<file path="config.mk">
export PLATFORM = sky130hd
export DESIGN_NAME = rtcldt_load
export DESIGN_NICKNAME = d
export VERILOG_FILES = /design/src/hw/rtl/rtcldt_pkg.sv /design/src/hw/rtl/rtcldt_load.sv
export SDC_FILE = /design/constraint.sdc
export NUM_CORES = 1
export LEC_CHECK = 0
export ABC_AREA = 0
export BUFFER_PORTS_ARGS = -buffer_cell sky130_fd_sc_hd__buf_2
export CAP_MARGIN = 20
export CORE_MARGIN = 2
export CORE_UTILIZATION = 60
export DETAILED_ROUTE_END_ITERATION = 8
export PLACE_DENSITY = 0.87
export SYNTH_ARGS = -nofsm -noshare
export SYNTH_HDL_FRONTEND = slang
export SYNTH_SLANG_ARGS = --single-unit
</file>
<file path="constraint.sdc">
create_clock -name vclk -period 13.46
set_input_delay 1.346 -clock vclk [all_inputs]
set_output_delay 1.346 -clock vclk [all_outputs]
set_load 0.05 [all_outputs]
</file>
<file path="src/hw/rtl/rtcldt_pkg.sv">
// Shared types, constants and calendar helpers for the local date/time block.
// Used by every module under hw/rtl; depends on nothing else.
package rtcldt_pkg;

	localparam int CUR_W = 23;

	localparam logic [16:0] SECS_PER_DAY = 17'd86400;
	localparam logic [16:0] LAST_SECOND = 17'd86399;
	localparam logic [31:0] MS_PER_DAY = 32'd86400000;
	localparam logic [CUR_W-1:0] SECS_PER_DAY_W = CUR_W'(86400);
	localparam logic signed [20:0] SECS_PER_DAY_S = 21'sd86400;
	localparam logic signed [20:0] LAST_SECOND_S = 21'sd86399;
	localparam logic signed [20:0] JST_SHIFT_SECS = 21'sd32400;
	localparam logic signed [11:0] DST_MINUTES = 12'sd60;

	// Reciprocals for exact division by constants (checked over the full input range).
	// x / 1000 = ((x >> 3) * RECIP_125) >> 35 for any 32-bit x.
	localparam logic [28:0] RECIP_125 = 29'd274877907;
	// x / 60 = ((x >> 2) * RECIP_15_WIDE) >> 26 for any 23-bit x.
	localparam logic [22:0] RECIP_15_WIDE = 23'd4473925;
	// x / 60 = ((x >> 2) * RECIP_15_NARROW) >> 19 for any 17-bit x.
	localparam logic [15:0] RECIP_15_NARROW = 16'd34953;

	localparam logic [16:0] MINUTES_PER_DAY = 17'd1440;
	localparam logic [4:0] LAST_HOUR = 5'd23;

	localparam logic [4:0] MONTH_LEN [12] = '{
		5'd31, 5'd28, 5'd31, 5'd30, 5'd31, 5'd30,
		5'd31, 5'd31, 5'd30, 5'd31, 5'd30, 5'd31
	};

	typedef enum logic {
		OP_LOAD  = 1'b0,
		OP_QUERY = 1'b1
	} op_t;

	typedef enum logic {
		CFG_ZONE_OFFSET = 1'b0,
		CFG_DAYLIGHT    = 1'b1
	} cfg_idx_t;

	typedef struct packed {
		logic [4:0] day;
		logic [3:0] month;
		logic [7:0] year;
	} date_t;

	localparam date_t DATE_EPOCH = '{day: 5'd1, month: 4'd1, year: 8'd0};

	// Decoded clock reading, ready to be written into the time-keeping state.
	typedef struct packed {
		logic        err;
		logic [16:0] base;
		date_t       date;
	} load_t;

	// Time of day (may run past one day on long gaps) and date of one result.
	typedef struct packed {
		logic [CUR_W-1:0] cur;
		date_t            date;
		logic             err;
	} stamp_t;

	// Nibbles are taken as they come, so a bad digit decodes up to 165.
	function automatic logic [7:0] bcd_value(input logic [7:0] b);
		return (8'(b[7:4]) * 8'd10) + 8'(b[3:0]);
	endfunction

	function automatic logic [4:0] days_in_month(input logic [3:0] m, input logic [7:0] y);
		logic [3:0] idx;
		idx = m - 4'd1;
		if (m < 4'd1 || m > 4'd12) begin
			return 5'd31;
		end else if (m == 4'd2 && y[1:0] == 2'b00) begin
			return 5'd29;
		end else begin
			return MONTH_LEN[idx];
		end
	endfunction

	function automatic date_t step_back(input date_t d);
		date_t r;
		r = d;
		r.day = d.day - 5'd1;
		if (r.day == 5'd0) begin
			r.month = d.month - 4'd1;
			if (r.month == 4'd0) begin
				r.year = d.year - 8'd1;
				r.month = 4'd12;
			end
			r.day = days_in_month(r.month, r.year);
		end
		return r;
	endfunction

	function automatic date_t step_forward(input date_t d);
		date_t      r;
		logic [5:0] nd;
		logic [4:0] nm;
		r = d;
		nd = {1'b0, d.day} + 6'd1;
		nm = {1'b0, d.month} + 5'd1;
		if (nd > {1'b0, days_in_month(d.month, d.year)}) begin
			r.day = 5'd1;
			if (nm > 5'd12) begin
				r.month = 4'd1;
				r.year = d.year + 8'd1;
			end else begin
				r.month = nm[3:0];
			end
		end else begin
			r.day = nd[4:0];
		end
		return r;
	endfunction

	function automatic logic [CUR_W-1:0] div1000(input logic [31:0] x);
		logic [57:0] p;
		p = 58'(x[31:3]) * 58'(RECIP_125);
		return p[57:35];
	endfunction

endpackage

</file>
<file path="src/hw/rtl/rtcldt_load.sv">
// Decodes a BCD clock reading in Japan time into local seconds of day and date.
// Depends on rtcldt_pkg for the calendar helpers and constants.
module rtcldt_load import rtcldt_pkg::*; (
	input  logic              [7:0]  clock_status,
	input  logic              [7:0]  bcd_hour,
	input  logic              [7:0]  bcd_minute,
	input  logic              [7:0]  bcd_second,
	input  logic              [7:0]  bcd_day,
	input  logic              [7:0]  bcd_month,
	input  logic              [7:0]  bcd_year,
	input  logic signed       [10:0] zone_offset_minutes,
	input  logic                     daylight_saving,
	output load_t                    load
);

	logic              [7:0]  h, m, s, yr;
	logic              [7:0]  dv, mv;
	logic              [19:0] hms;
	logic signed       [11:0] ofs;
	logic signed       [20:0] ofs_secs;
	logic signed       [20:0] t, t2;
	date_t                    date0, date1;

	always_comb begin
		h = bcd_value(bcd_hour);
		m = bcd_value(bcd_minute);
		s = bcd_value(bcd_second);
		dv = bcd_value(bcd_day);
		mv = bcd_value(bcd_month);
		yr = bcd_value(bcd_year);
		hms = (20'(h) * 20'd3600) + (20'(m) * 20'd60) + 20'(s);

		ofs = {zone_offset_minutes[10], zone_offset_minutes} + (daylight_saving ? DST_MINUTES : 12'sd0);
		ofs_secs = {{9{ofs[11]}}, ofs} * 21'sd60;
		t = $signed({1'b0, hms}) - JST_SHIFT_SECS + ofs_secs;

		date0 = '{day: dv[4:0], month: mv[3:0], year: yr};
		if (t < 21'sd0) begin
			date1 = step_back(date0);
			t2 = t + SECS_PER_DAY_S;
		end else if (t >= SECS_PER_DAY_S) begin
			date1 = step_forward(date0);
			t2 = t - SECS_PER_DAY_S;
		end else begin
			date1 = date0;
			t2 = t;
		end

		// A reading far outside the day only moves one day, then pins.
		if (t2 < 21'sd0) begin
			t2 = 21'sd0;
		end else if (t2 > LAST_SECOND_S) begin
			t2 = LAST_SECOND_S;
		end

		if (clock_status != 8'd0) begin
			load = '{err: 1'b1, base: 17'd0, date: DATE_EPOCH};
		end else begin
			load = '{err: 1'b0, base: t2[16:0], date: date1};
		end
	end

endmodule

</file>
Yosys cells after proc, flatten, opt, wreduce, memory -nomap -nowiden
Memory sizes are Yosys's and may differ from the RTL's.
Index checks and enable logic that the tools add are counted.
W data, S select, Z words.
{"block": "classes", "multipliers": 9, "n_addsub": 20, "n_mux": 26, "n_lt_le_gt_ge": 12, "bitwise": 2, "eq_ne": 2, "reduce_logical": 9}
{"op": "$mux W17", "n": 5}
{"op": "$mux W5", "n": 11}
{"op": "$mux W12", "n": 4}
{"op": "$lt A21 B1 Y1 const B", "n": 2}
{"op": "$mux W21", "n": 2}
{"op": "$mux W35", "n": 1}
{"op": "$add A8 B4 Y8", "n": 4}
{"op": "$mul A4 B3 Y7 const B", "n": 4}
{"op": "$add A21 B18 Y21 const B", "n": 1}
{"op": "$add A21 B21 Y21", "n": 1}
{"op": "$ge A21 B18 Y1 const B", "n": 1}
{"op": "$gt A21 B18 Y1 const B", "n": 1}
{"op": "$mul A21 B4 Y19 const B", "n": 1}
{"op": "$sub A20 B15 Y21 const B", "n": 1}
{"op": "$sub A21 B18 Y21 const B", "n": 1}
{"op": "$add A20 B14 Y20", "n": 1}
{"op": "$add A20 B8 Y20", "n": 1}
{"op": "$mul A8 B8 Y16 const B", "n": 1}
{"op": "$add A11 B7 Y12", "n": 1}
{"op": "$mul A8 B4 Y12 const B", "n": 1}
{"op": "$ge A5 B5 Y1 const B", "n": 2}
{"op": "$not A4 Y5", "n": 2}
{"op": "$add A8 B1 Y8 const B", "n": 1}
{"op": "$eq A4 B2 Y1 const B", "n": 2}
{"op": "other kinds (22)", "n": 28}
{"block": "totals", "output_inout_bits": 35, "elab_cells": 82, "rom_bits": 160, "register_bits": 0, "n_memories": 2, "in_bits": 68}
{"name": "(no name shown)", "words": 16, "width": 5, "read_ports": 1, "rd_ports_with_merged_regs": 0, "wr": 0, "line_no": "rtcldt_pkg.sv:77", "source": "return MONTH_LEN[idx];"}
{"name": "(no name shown)", "words": 16, "width": 5, "read_ports": 1, "rd_ports_with_merged_regs": 0, "wr": 0, "line_no": "rtcldt_pkg.sv:77"}

Depth between registers and ports, before layout
{"block": "logic_depth", "depth_word": 19, "mapped_depth": 43, "depth_no_buf": 40}

Worst setup path before layout
No wires, ideal clock.
{"block": "synth_timing", "path_type": "input -> output", "startpoint": "input port bcd_minute[1]", "endpoint": "output port load[30] in the netlist's numbering", "stages": 36, "n_path_buf": 2, "path_slack_ns": 1.480, "t_required_ns": 12.114, "t_arrival_ns": 10.634, "path_cell_list": "ha_1 > fa_1 > fa_1 > inv_1 > fa_1 > inv_1 > ha_1 > a21o_1 > a21oi_1 > xnor2_1 > fa_1 > inv_1 > ha_1 > a21boi_0 > o21ai_0 > a21boi_0 > o21ai_0 > nand2b_1 > a21o_1 > a21oi_1 > xnor2_1 > ha_1 > ha_1 > and2_1 > a221o_1 > and2_1 > o211a_1 > or3_1 > a211oi_2 > nand4_1 > clkbuf_1 > o21ai_0 > a2111oi_2 > o31ai_2 > buf_6 > nor3b_1"}
{"item": "start, declared", "line_no": "rtcldt_load.sv:6", "source": "input logic [7:0] bcd_minute,"}
{"item": "end, declared", "line_no": "rtcldt_load.sv:13", "source": "output load_t load"}

==> metrics.md <==
| Metric | Value |
|---|---|
| Outcome | `finished, final reports clean` |
| Grt ovf | `0` |
| PortBufs | `102` |
| First-pass GRT wire length | `31300 um` |
| Flip-flop and latch area | `0 sq um` |
| Initial Util | `60.8%` |
| Final Util | `65.6%` |
| Area grow syn2layout | `7.77%` |
| Critical Path AT | `11.25 ns` |
| DR vias/cell | `5.93` |
| Starting DRT DRC Count | `521` |
| Post-Syn Instances | `1087` |
| Initial antenna violation count | `0` |
| Die Y | `122 um` |
| Pin count of the biggest net entering global routing | `27` |
| Register area share after synthesis | `0%` |
| TNS Setup | `0 ns` |
| Most frequent cells in the layout | `ha_1, inv_1, buf_2, a21oi_1, xnor2_1` |
| Full die area | `14900 sq um` |
| Cell mode on critical path | `ha_1` |
| Wire length per cell | `13.6 um` |
| CLK BUF | `0` |
| Final Setup Violations | `0` |
| Min Tclk post-route | `12.60 ns` |
| Final hold violation count | `0` |
| FP Rows | `43` |
| Ports | `103` |
| Post-Route WL | `18300 um` |
| Crit path capture type | `output pin` |
| RSZ-0062 raised after global routing | `no` |
| Hold_ws | `3.15 ns` |
| Final Wtd Congestion | `0.871` |
| Post-synth cell types | `78` |
| F_max | `79.4 MHz` |
| Final Max Tran Viols | `0` |
| Crit path max fanout | `14` |
| Max incr delay on CP | `0.59 ns` |
| Worst slew pin tran | `0.929 ns` |
| Syn nets | `1384` |
| Kind of critical path | `in -> out` |
| DPL Wire Length | `15700 um` |
| HP Class | `in -> out` |
| Most common cell after layout, fill and taps aside | `ha_1` |
| Maximum capacitance violations | `0` |
| Drt drc | `0` |
| Seq_cells | `0` |
| Final Cycle Share | `93.6%` |
| GRT Overall Usage | `24.2%` |
| Slowest CP cell | `fa_1` |
| Final nets | `1463` |
| Share of post-route cells with drive strength above 1 | `11.4%` |
| 1st-pass router iterations | `6` |
| Synth Warn # | `0` |
| Crit path required time | `12.11 ns` |
| Critical Path Start Type | `input pin` |
| Mapped Avg Cell Area | `7.71 sq um` |
| Via count | `7969` |
| Routed Antenna Nets | `0` |
| Post-Syn Area | `8380 sq um` |
| Rel. slew slack | `37.8%` |
| Vias in the first global route | `7334` |
| Die width | `122 um` |
| CORE AREA | `13800 sq um` |
| Antenna cells | `0` |
==> worst max-delay path: cells and delay by family <==
family                   cells  cell delay (ns)
AO/OA/AOI/OAI               16             4.23
buffers and inverters        5             0.58
AND/OR/NAND/NOR              5             1.19
adder cells (fa/ha/maj)      9             3.61
XOR/XNOR                     2             0.29
==> cells in the mapped netlist, types with 17 or more instances <==
cell	count	share of area, %
a31oi_1	17	1.3
clkbuf_1	24	1.1
a21o_1	22	2.0
inv_1	144	6.5
nand2_1	54	2.4
nor2_1	71	3.2
o21ai_0	53	3.2
xor2_1	33	3.4
nand3_1	26	1.6
ha_1	175	26
xnor2_1	78	8.2
fa_1	54	13
nor2b_1	18	1.3
a21oi_1	97	5.8
==> kinds of logic after synthesis <==
kind of cell,count (synthesis),synth area share (%)
compound gates,300,23.9
xor+xnor,111,11.6
fa+ha+maj,230,39.2
buf+inv,174,8.06
mux,9,1.16
simple gates,263,16.1
==> routing by layer <==
metal / track usage, % / part of all wire (%)
met5: 0 / 0
met4: 2.95 / 0.93
met3: 0.515 / 4.2
met2: 44.2 / 50
met1: 32.8 / 45
==> path summary, 6_finish.rpt <==
kind,startpoint,to,cells after the start
worst max-delay path,bcd_minute[4],load[19],37
worst min-delay path,bcd_second[0],load[17],4
==> cell type report <==
cell class,instances,area (sq um)
Multi-Input combinational cell,913,7710
Fill cell,1179,4740
Timing Repair Buffer,107,548
Inverter,144,541
Tap cell,180,225
==> stage by stage <==
step           setup WS [ns]  instances  instance area, sq um
6_report               0.863       1344                  9030
5_1_grt               0.0240       1344                  9030
4_1_cts                0.473       1342                  9000
3_5_place_dp           0.491       1342                  9000
2_1_floorplan           1.48       1087                  8380
3_3_place_gp           0.783       1342                  9000
==> what timing repair did <==
action	4_1_cts	5_1_grt
endpoints found under the hold margin	0	0
setup buffers	0	2
hold buffers	0	0
endpoints found under the setup margin	0	15
gates resized for setup	0	2
Power is left out: the tool's default activity adds up to more than one toggle a clock period on the data nets, which glitch-free logic cannot reach.
