[config.mk]
export PLATFORM = sky130hd
export DESIGN_NAME = rtcldt_split
export DESIGN_NICKNAME = d
export VERILOG_FILES = /design/src/hw/rtl/rtcldt_pkg.sv /design/src/hw/rtl/rtcldt_split.sv
export SDC_FILE = /design/constraint.sdc
export NUM_CORES = 1
export LEC_CHECK = 0
export ABC_AREA = 1
export ABC_CLOCK_PERIOD_IN_PS = 6400
export BUFFER_PORTS_ARGS = -buffer_cell sky130_fd_sc_hd__buf_2
export CAP_MARGIN = 30
export CORE_MARGIN = 8
export CORE_UTILIZATION = 35
export DETAILED_ROUTE_END_ITERATION = 8
export PLACE_DENSITY = 0.55
export SLEW_MARGIN = 25
export SYNTH_ARGS = -nofsm -noshare
export SYNTH_HDL_FRONTEND = slang
export SYNTH_SLANG_ARGS = --single-unit
[constraint.sdc]
create_clock -name clk -period 6.4 [get_ports clk]
set_clock_uncertainty 0.15 [all_clocks]
set_input_delay 0.32 -clock clk [delete_from_list [all_inputs] [get_ports clk]]
set_output_delay 0.32 -clock clk [all_outputs]
set_load 0.1 [all_outputs]
[src/hw/rtl/rtcldt_pkg.sv]
// Shared types, constants and calendar helpers for the local date/time block.
// Used by every module under hw/rtl; depends on nothing else.
package rtcldt_pkg;

	localparam int CUR_W = 23;

	localparam logic [16:0] SECS_PER_DAY = 17'd86400;
	localparam logic [16:0] LAST_SECOND = 17'd86399;
	localparam logic [31:0] MS_PER_DAY = 32'd86400000;
	localparam logic [CUR_W-1:0] SECS_PER_DAY_W = CUR_W'(86400);
	localparam logic signed [20:0] SECS_PER_DAY_S = 21'sd86400;
	localparam logic signed [20:0] LAST_SECOND_S = 21'sd86399;
	localparam logic signed [20:0] JST_SHIFT_SECS = 21'sd32400;
	localparam logic signed [11:0] DST_MINUTES = 12'sd60;

	// Reciprocals for exact division by constants (checked over the full input range).
	// x / 1000 = ((x >> 3) * RECIP_125) >> 35 for any 32-bit x.
	localparam logic [28:0] RECIP_125 = 29'd274877907;
	// x / 60 = ((x >> 2) * RECIP_15_WIDE) >> 26 for any 23-bit x.
	localparam logic [22:0] RECIP_15_WIDE = 23'd4473925;
	// x / 60 = ((x >> 2) * RECIP_15_NARROW) >> 19 for any 17-bit x.
	localparam logic [15:0] RECIP_15_NARROW = 16'd34953;

	localparam logic [16:0] MINUTES_PER_DAY = 17'd1440;
	localparam logic [4:0] LAST_HOUR = 5'd23;

	localparam logic [4:0] MONTH_LEN [12] = '{
		5'd31, 5'd28, 5'd31, 5'd30, 5'd31, 5'd30,
		5'd31, 5'd31, 5'd30, 5'd31, 5'd30, 5'd31
	};

	typedef enum logic {
		OP_LOAD  = 1'b0,
		OP_QUERY = 1'b1
	} op_t;

	typedef enum logic {
		CFG_ZONE_OFFSET = 1'b0,
		CFG_DAYLIGHT    = 1'b1
	} cfg_idx_t;

	typedef struct packed {
		logic [4:0] day;
		logic [3:0] month;
		logic [7:0] year;
	} date_t;

	localparam date_t DATE_EPOCH = '{day: 5'd1, month: 4'd1, year: 8'd0};

	// Decoded clock reading, ready to be written into the time-keeping state.
	typedef struct packed {
		logic        err;
		logic [16:0] base;
		date_t       date;
	} load_t;

	// Time of day (may run past one day on long gaps) and date of one result.
	typedef struct packed {
		logic [CUR_W-1:0] cur;
		date_t            date;
		logic             err;
	} stamp_t;

	// Nibbles are taken as they come, so a bad digit decodes up to 165.
	function automatic logic [7:0] bcd_value(input logic [7:0] b);
		return (8'(b[7:4]) * 8'd10) + 8'(b[3:0]);
	endfunction

	function automatic logic [4:0] days_in_month(input logic [3:0] m, input logic [7:0] y);
		logic [3:0] idx;
		idx = m - 4'd1;
		if (m < 4'd1 || m > 4'd12) begin
			return 5'd31;
		end else if (m == 4'd2 && y[1:0] == 2'b00) begin
			return 5'd29;
		end else begin
			return MONTH_LEN[idx];
		end
	endfunction

	function automatic date_t step_back(input date_t d);
		date_t r;
		r = d;
		r.day = d.day - 5'd1;
		if (r.day == 5'd0) begin
			r.month = d.month - 4'd1;
			if (r.month == 4'd0) begin
				r.year = d.year - 8'd1;
				r.month = 4'd12;
			end
			r.day = days_in_month(r.month, r.year);
		end
		return r;
	endfunction

	function automatic date_t step_forward(input date_t d);
		date_t      r;
		logic [5:0] nd;
		logic [4:0] nm;
		r = d;
		nd = {1'b0, d.day} + 6'd1;
		nm = {1'b0, d.month} + 5'd1;
		if (nd > {1'b0, days_in_month(d.month, d.year)}) begin
			r.day = 5'd1;
			if (nm > 5'd12) begin
				r.month = 4'd1;
				r.year = d.year + 8'd1;
			end else begin
				r.month = nm[3:0];
			end
		end else begin
			r.day = nd[4:0];
		end
		return r;
	endfunction

	function automatic logic [CUR_W-1:0] div1000(input logic [31:0] x);
		logic [57:0] p;
		p = 58'(x[31:3]) * 58'(RECIP_125);
		return p[57:35];
	endfunction

endpackage

[src/hw/rtl/rtcldt_split.sv]
// Splits a seconds count into hour, minute and second with a register at s3.
// Depends on rtcldt_pkg for the reciprocal constants.
module rtcldt_split import rtcldt_pkg::*; (
	input  logic             clk,
	input  logic             en_s3,
	input  logic [CUR_W-1:0] cur_s2,
	output logic [4:0]       hour,
	output logic [5:0]       minute,
	output logic [5:0]       second
);

	logic [43:0]      q_prod;
	logic [16:0]      q60;
	logic [CUR_W-1:0] q60_x60;
	logic [CUR_W-1:0] rem60;
	logic [16:0]      q60_s3;
	logic [5:0]       sec_s3;
	logic [30:0]      h_prod;
	logic [11:0]      h60;
	logic [16:0]      h60_x60;
	logic [16:0]      min_rem;

	always_comb begin
		q_prod = 44'(cur_s2[CUR_W-1:2]) * 44'(RECIP_15_WIDE);
		q60 = q_prod[42:26];
		q60_x60 = (CUR_W'(q60) << 6) - (CUR_W'(q60) << 2);
		rem60 = cur_s2 - q60_x60;
	end

	always_ff @(posedge clk) begin
		if (en_s3) begin
			q60_s3 <= q60;
			sec_s3 <= rem60[5:0];
		end
	end

	always_comb begin
		h_prod = 31'(q60_s3[16:2]) * 31'(RECIP_15_NARROW);
		h60 = h_prod[30:19];
		h60_x60 = (17'(h60) << 6) - (17'(h60) << 2);
		min_rem = q60_s3 - h60_x60;
		// Past a full day the hour pins while minute and second keep counting.
		hour = (q60_s3 >= MINUTES_PER_DAY) ? LAST_HOUR : h60[4:0];
		minute = min_rem[5:0];
		second = sec_s3;
	end

endmodule

Yosys cells after proc, flatten, opt, wreduce, memory -nomap -nowiden
Cells that the tools add are included.
- add/subtract/negate cells: 4
- order comparisons: 1
- multiplexer cells: 1
- multiply operators: 2
- operator list (cell ; count):
    $mul 21x23->43 const B ; 1
    $mul 15x16->24 const B ; 1
    $ge 17x11->1 const B ; 1
    $sub 1x6->6 const A ; 2
    $sub 6x6->6 ; 2
    $mux 5 ; 1
- register bits after elaboration: 23
- input port bits: 25

Depth between registers and ports, before layout
Gate-level depths: netlist of the first run.
- word-level depth: 3
- depth in mapped cells: 29
- gate-level depth less buffers: 29

Least setup slack after synthesis of the first run
No wires, ideal clock.
- path type: reg2out
- from: register q60_s3[13]
- to: output minute[4]
- arrival time: 5.575 ns
- path slack: 0.355 ns
- required time: 5.930 ns
- stages on the path, launching flop included: 21
- path through: edfxtp_1 ha_1 inv_1 fa_1 inv_1 fa_1 inv_1 fa_1 inv_1 ha_1 ha_1 nand2_1 nor2_1 nor2_1 nor2_1 nor2_1 a21o_1 nand2_1 ha_1 fa_1 xor2_1
- word-level cells in the longest chain between the ends: 3
- ends and longest elaborated chain (what ; line ; RTL):
    from (decl) ; rtcldt_split.sv:16 ; logic [16:0] q60_s3;
    from (signal assigned) ; rtcldt_split.sv:32 ; q60_s3 <= q60;
    $mul 15x16->24 ; rtcldt_split.sv:38 ; h_prod = 31'(q60_s3[16:2]) * 31'(RECIP_15_NARROW);
    $sub 1x6->6 ; rtcldt_split.sv:40 ; h60_x60 = (17'(h60) << 6) - (17'(h60) << 2);
    $sub 6x6->6 ; rtcldt_split.sv:41 ; min_rem = q60_s3 - h60_x60;
    to (decl) ; rtcldt_split.sv:8 ; output logic [5:0] minute,
No other way between the ends.

Worst setup path after layout of the first run
- from: register q60_s3[13]
- to: output minute[5]
Same word-level chain as after synthesis.

==> results of run 1 <==
through the flow:
stage | hold slack [ns] | worst slack [ns] | area (µm²) | instances | util
4_1_cts | 0.0736 | 0.414 | 9360 | 1521 | 0.385
6_report | 0.0793 | 0.407 | 9360 | 1521 | 0.385
5_1_grt | 0.0757 | 0.200 | 9360 | 1521 | 0.385
2_1_floorplan | 0.269 | 0.355 | 8680 | 1154 | -
3_3_place_gp | 0.347 | 0.523 | 9280 | 1517 | 0.382
3_5_place_dp | 0.348 | 0.499 | 9280 | 1517 | 0.382
layout make-up:
| class | instances | area (µm²) | share of cell area |
|---|---|---|---|
| multi-input combinational | 861 | 6970 | 0.745 |
| inverter | 268 | 1010 | 0.107 |
| sequential | 23 | 691 | 0.0738 |
| tap | 324 | 405 | 0.0433 |
| timing repair buffer | 41 | 205 | 0.0219 |
| clock buffer | 3 | 75.1 | 0.00802 |
| clock inverter | 1 | 5.00 | 0.000535 |
worst max path at each step:
stage / cells past startpoint / slack [ns] / to
final: 25 / 0.41 / minute[5]
after global routing: 25 / 0.20 / minute[5]
after CTS: 25 / 0.41 / minute[5]
after detailed placement: 21 / 0.50 / second[4]$_DFFE_PP_
after global placement: 23 / 0.52 / second[4]$_DFFE_PP_
after floorplan: 20 / 0.36 / minute[4]
synth_stat cells (all sizes together):
cell and count:
nand2 279, inv 268, ha 233, nor2 95
fa 80, nand3 54, a21oi 44, edfxtp 23
nand4 14, o21ai 14, nor3 12, xor2 8
a21o 6, o21bai 5, xnor2 3, buf 2
nand3b 2, nor4 2, or2 2, a31oi 1
and2 1, and3 1, nor3b 1, o2111ai 1
o211a 1, o211ai 1, o21a 1
cell families (layout without fill, tap and decap cells):
| logic type | count (synthesis) | in the layout | synth area share |
|---|---|---|---|
| simple gates | 463 | 463 | 0.224 |
| buf+inv | 270 | 313 | 0.118 |
| xor+xnor | 11 | 11 | 0.0111 |
| flops | 23 | 23 | 0.0795 |
| compound gates | 74 | 74 | 0.0480 |
| fa+ha+maj | 313 | 313 | 0.520 |
layer usage:
layer	routed length, µm	part of all wire	global-route usage
met1	9830	0.47	0.176
met2	10400	0.49	0.256
met3	363	0.017	0.00479
met4	557	0.026	0.0481
met5	0	0	0
placed cells by master, fill, tap and decap left out, types with 3 or more instances in the layout:
master	count
nand2_1	271
nor3_1	11
fa_1	80
buf_2	41
nand3_1	53
o21ai_0	11
a21o_1	6
xor2_1	8
nor2_1	85
ha_1	233
edfxtp_1	23
inv_1	268
xnor2_1	3
nand2_2	8
o21bai_1	5
a21oi_1	44
clkbuf_16	3
nand4_1	14
nor2_2	9
registers in the layout, summed over array words and instances, names as in the netlist:
name and cells:
q60_s3 17, second 6
==> metrics.cfg, run 1 <==
[setup_path]
worstPathMaxFanout = 4
required_ns = 5.93
arrival_ns = 5.52
cpMostUsedCell = nand2_1
start_kind = flop
end_kind = output port
critical_path_class = flop to output port
path_buf_inv = 5
crit_path_top_delay_cell = fa_1
startpoint = q60_s3[13]$_DFFE_PP_
critPathTopFamily = adder cells
critPathMaxStageDelay_ns = 0.50

[global_routing]
grt_max_degree = 24
grt_remaining_overflow = 0
grt_usage = 0.141
antenna_found_initial = 0
first_global_vias = 7226
grt_pass1_wl_mm = 35.1

[synth]
synth_top_area_frac = 0.336
syn_nets = 1492
synth_warnings = 0
synth_top_area_cell = ha_1
synth_area_leaders = ha_1 34%, fa_1 18%, nand2_1 12%, inv_1 12%, edfxtp_1 8.0%
ys_seq_area_frac = 0.0795
ys_ff_latch = 23
synth.avg_cell_area_um2 = 7.52
synth_cell_types = 34
synthCells = 1154
syn_area_mm2 = 0.00868

[cts]
htreeDepth = 1
clkSlewWorstSetupHoldPaths_ns = 0.06
hold_buffers = 0
post_cts_buffers = 0
clock_tree.root_cell = clkbuf_16
tritoncts = built
cts_sinks = 23
cts.repair.resized = 0
clk_path_buf_depth = 2
cts_buffers = 3

[route]
drt_pass1_iterations = 5
ant_nets = 0
routedWlPerCell_um = 13.9
vias = 7051
drtIter0Drc = 242
drc = 0
routed_wl_mm = 21.1
vias_per_cell = 4.64

[min_path]
hp-class = input port to flop
hold_depth = 1
min_from = cur_s2[0]
worstHoldEndpoint = second[0]$_DFFE_PP_

[cells_and_area]
fin_nets = 1536
drive_gt1_frac = 0.0568
fillers = 2574
syn_to_final_growth_pct = 7.78
antennaDiodeCount = 0

[run_status]
status = finished clean

[die]
floorplan.rows = 57
chipHeight_um = 174
start_util = 0.357
dieArea_mm2 = 0.0301
die_w_um = 174
ios = 42
fp.coreArea_mm2 = 0.0243

[job]
maxCapViolCount = 0

[placement]
post-dp-hpwl_mm = 19.6
port_buffers = 41
gp_congestion = 0.886

[sta]
period_share = 0.936
slew_headroom = 0.553
min_period_ns = 5.99
tns_ns = 0
hold_viol = 0
fmax_ghz = 0.167
rsz0062_at_grt = no
finalMaxSlewViolations = 0
worst_pin_slew_ns = 0.668
setup_viol = 0

Power of run 1 is not shown: default switching activity piles up to over one toggle a cycle in this logic, so the estimate is an artifact.
==> run 2, diff against run 1 <==
--- a/config.mk
+++ b/config.mk
@@ -5,14 +5,13 @@
 export SDC_FILE = /design/constraint.sdc
 export NUM_CORES = 1
 export LEC_CHECK = 0
-export ABC_AREA = 1
 export ABC_CLOCK_PERIOD_IN_PS = 6400
 export BUFFER_PORTS_ARGS = -buffer_cell sky130_fd_sc_hd__buf_2
 export CAP_MARGIN = 30
 export CORE_MARGIN = 8
-export CORE_UTILIZATION = 35
+export CORE_UTILIZATION = 50
 export DETAILED_ROUTE_END_ITERATION = 8
-export PLACE_DENSITY = 0.55
+export PLACE_DENSITY = 0.73
 export SLEW_MARGIN = 25
 export SYNTH_ARGS = -nofsm -noshare
 export SYNTH_HDL_FRONTEND = slang
==> metrics.cfg, run 2 <==
[placement]
post-dp-hpwl_mm = 12.9  ; -34%
gp_congestion = 0.875  ; -1.2%
port_buffers = 41  ; unchanged

[cts]
cts_buffers = 3  ; unchanged
clkSlewWorstSetupHoldPaths_ns = 0.06  ; about the same
clk_path_buf_depth = 2  ; unchanged
cts_sinks = 23  ; unchanged
tritoncts = built
hold_buffers = 0  ; unchanged
htreeDepth = 1  ; unchanged
clock_tree.root_cell = clkbuf_16

[setup_path]
start_kind = flop
critical_path_class = flop to output port
critPathTopFamily = adder cells
critPathMaxStageDelay_ns = 0.49  ; about the same
critical_path.cell_chain = ha_1, inv_1, fa_1, inv_1, fa_1, inv_1, fa_1, inv_1, ha_1, ha_1, a21o_1, a21o_1, a2111oi_4, a211oi_2, nor2_1, ha_1, a21o_1, a21oi_1, xnor2_1, xnor2_2, clkbuf_4
worstPathMaxFanout = 6  ; +2
required_ns = 5.93  ; about the same
end_kind = output port
path_buf_inv = 5  ; unchanged
crit_path_top_delay_cell = fa_1
arrival_ns = 5.58  ; +0.06 ns

[route]
drc = 0  ; unchanged
ant_nets = 0  ; unchanged
drtIter0Drc = 150  ; -38%
vias_per_cell = 5.28  ; +14%
routedWlPerCell_um = 14.9  ; +7.3%
highest_layer = met4
vias = 4939  ; -30%
wl_met1_mm = 6.11  ; -38%
routed_wl_mm = 13.9  ; -34%
dr_wl_met2_mm = 7.41  ; -28%
wl_met3_um = 240  ; -34%
drt_pass1_iterations = 4  ; -1

[cells_and_area]
final_common_cell = ha_1
syn_to_final_growth_pct = 7.18
final_cell_mix = 233 x ha_1, 171 x inv_1, 80 x fa_1
fillers = 1254  ; -51%
regMostFlops = q60_s3
fin_nets = 1095  ; -29%
drive_gt1_frac = 0.0688  ; +0.0120
largest_reg_flops = 17  ; unchanged
antennaDiodeCount = 0  ; unchanged

[global_routing]
grt_usage = 0.162  ; +0.0214
first_global_vias = 5257  ; -27%
grt_remaining_overflow = 0  ; unchanged
grt_pass1_wl_mm = 24.3  ; -31%
antenna_found_initial = 0  ; unchanged
grt_max_degree = 24  ; unchanged

[synth]
synth_warnings = 0  ; unchanged
yosys_most_used_dff = edfxtp_1
ys_ff_latch = 23  ; unchanged
ys_seq_area_frac = 0.0967  ; +0.0172
synth_cell_types = 42  ; +24%
synthCells = 712  ; -38%
async_flop_share = 0  ; unchanged
synth.avg_cell_area_um2 = 10.0  ; +33%
synth_top_area_frac = 0.408  ; +0.0725
synth_area_leaders = ha_1 41%, fa_1 22%, edfxtp_1 9.7%, inv_1 9.0%, xnor2_1 2.1%
syn_area_mm2 = 0.00714  ; -18%
synth_common_cells = 233 x ha_1, 171 x inv_1, 80 x fa_1, 28 x a21oi_1, 23 x edfxtp_1
synth-edff-count = 23  ; unchanged
syn_nets = 1050  ; -30%
yosysMostFrequentCell = ha_1
synth_top_area_cell = ha_1

[die]
floorplan.rows = 43  ; -25%
start_util = 0.512  ; +0.155
fp.coreArea_mm2 = 0.0139  ; -43%
chipHeight_um = 136  ; -22%
ios = 42  ; unchanged
die_w_um = 136  ; -22%
dieArea_mm2 = 0.0184  ; -39%

[min_path]
worstHoldEndpoint = second[1]$_DFFE_PP_
min_from = cur_s2[1]
hold_depth = 1  ; unchanged
hp-class = input port to flop

[sta]
rsz0062_at_grt = no
worst_pin_slew_ns = 0.633  ; -0.0342 ns
finalMaxSlewViolations = 0  ; unchanged
fmax_ghz = 0.165  ; -0.95%
hold_viol = 0  ; unchanged
slew_headroom = 0.574  ; +0.0211
period_share = 0.945  ; +0.00897
tns_ns = 0  ; unchanged
min_period_ns = 6.05  ; +0.0574 ns
hold_slack_ns = 0.0811  ; +0.00177 ns
setup_viol = 0  ; unchanged

[job]
maxCapViolCount = 0  ; unchanged

[run_status]
status = finished clean

-- run 2: how the worst max path moves through the flow --
| stage | from | endpoint | slack, ns | depth (start not counted) |
|---|---|---|---|---|
| after global routing | q60_s3[13]$_DFFE_PP_ | minute[5] | 0.07 | 21 |
| after CTS | q60_s3[13]$_DFFE_PP_ | minute[5] | 0.21 | 21 |
| after global placement | cur_s2[11] | second[4]$_DFFE_PP_ | 0.33 | 22 |
| after detailed placement | cur_s2[11] | second[4]$_DFFE_PP_ | 0.34 | 22 |
| final | q60_s3[13]$_DFFE_PP_ | minute[5] | 0.35 | 21 |
| after floorplan | q60_s3[13]$_DFFE_PP_ | hour[1] | 0.06 | 15 |
-- run 2: per-layer routing --
metal  global-route usage  up-vias
met5                    0        -
met4               0.0382        0
met3              0.00927       12
met2                0.308       49
met1                0.195     2373
li1                     -     2505
-- run 2: repair_timing --
action                                  in CTS  in global routing
setup buffers                                0                  0
endpoints found under the setup margin       0                  1
resized for setup                            0                  1
-- run 2: final cells by class --
cell class	instances	area, µm²	area share
Clock inverter	1	7.51	0.000981
Tap cell	180	225	0.0294
Timing Repair Buffer	42	213	0.0278
Inverter	171	642	0.0839
Multi-Input combinational cell	516	5800	0.758
Sequential cell	23	691	0.0902
Clock buffer	3	75.1	0.00981
-- run 2: logic make-up after synthesis --
| family | Yosys count | synth area share |
|---|---|---|
| adder cells (fa/ha/maj) | 313 | 0.633 |
| buffers and inverters | 173 | 0.0920 |
| AO/OA/AOI/OAI | 94 | 0.0901 |
| AND/OR/NAND/NOR | 81 | 0.0541 |
| XOR/XNOR | 27 | 0.0331 |
| flip-flops | 23 | 0.0967 |
| multiplexers | 1 | 0.00140 |
-- run 2: per-stage QoR --
stage | utilization | instances | setup slack (ns) | instance area [µm²]
6_report | 0.549 | 936 | 0.350 | 7650
3_3_place_gp | 0.543 | 931 | 0.328 | 7560
2_1_floorplan | - | 712 | 0.0607 | 7150
3_5_place_dp | 0.543 | 931 | 0.338 | 7560
4_1_cts | 0.549 | 935 | 0.213 | 7650
5_1_grt | 0.549 | 936 | 0.0739 | 7650
Power of run 2 is left out for the same reason.
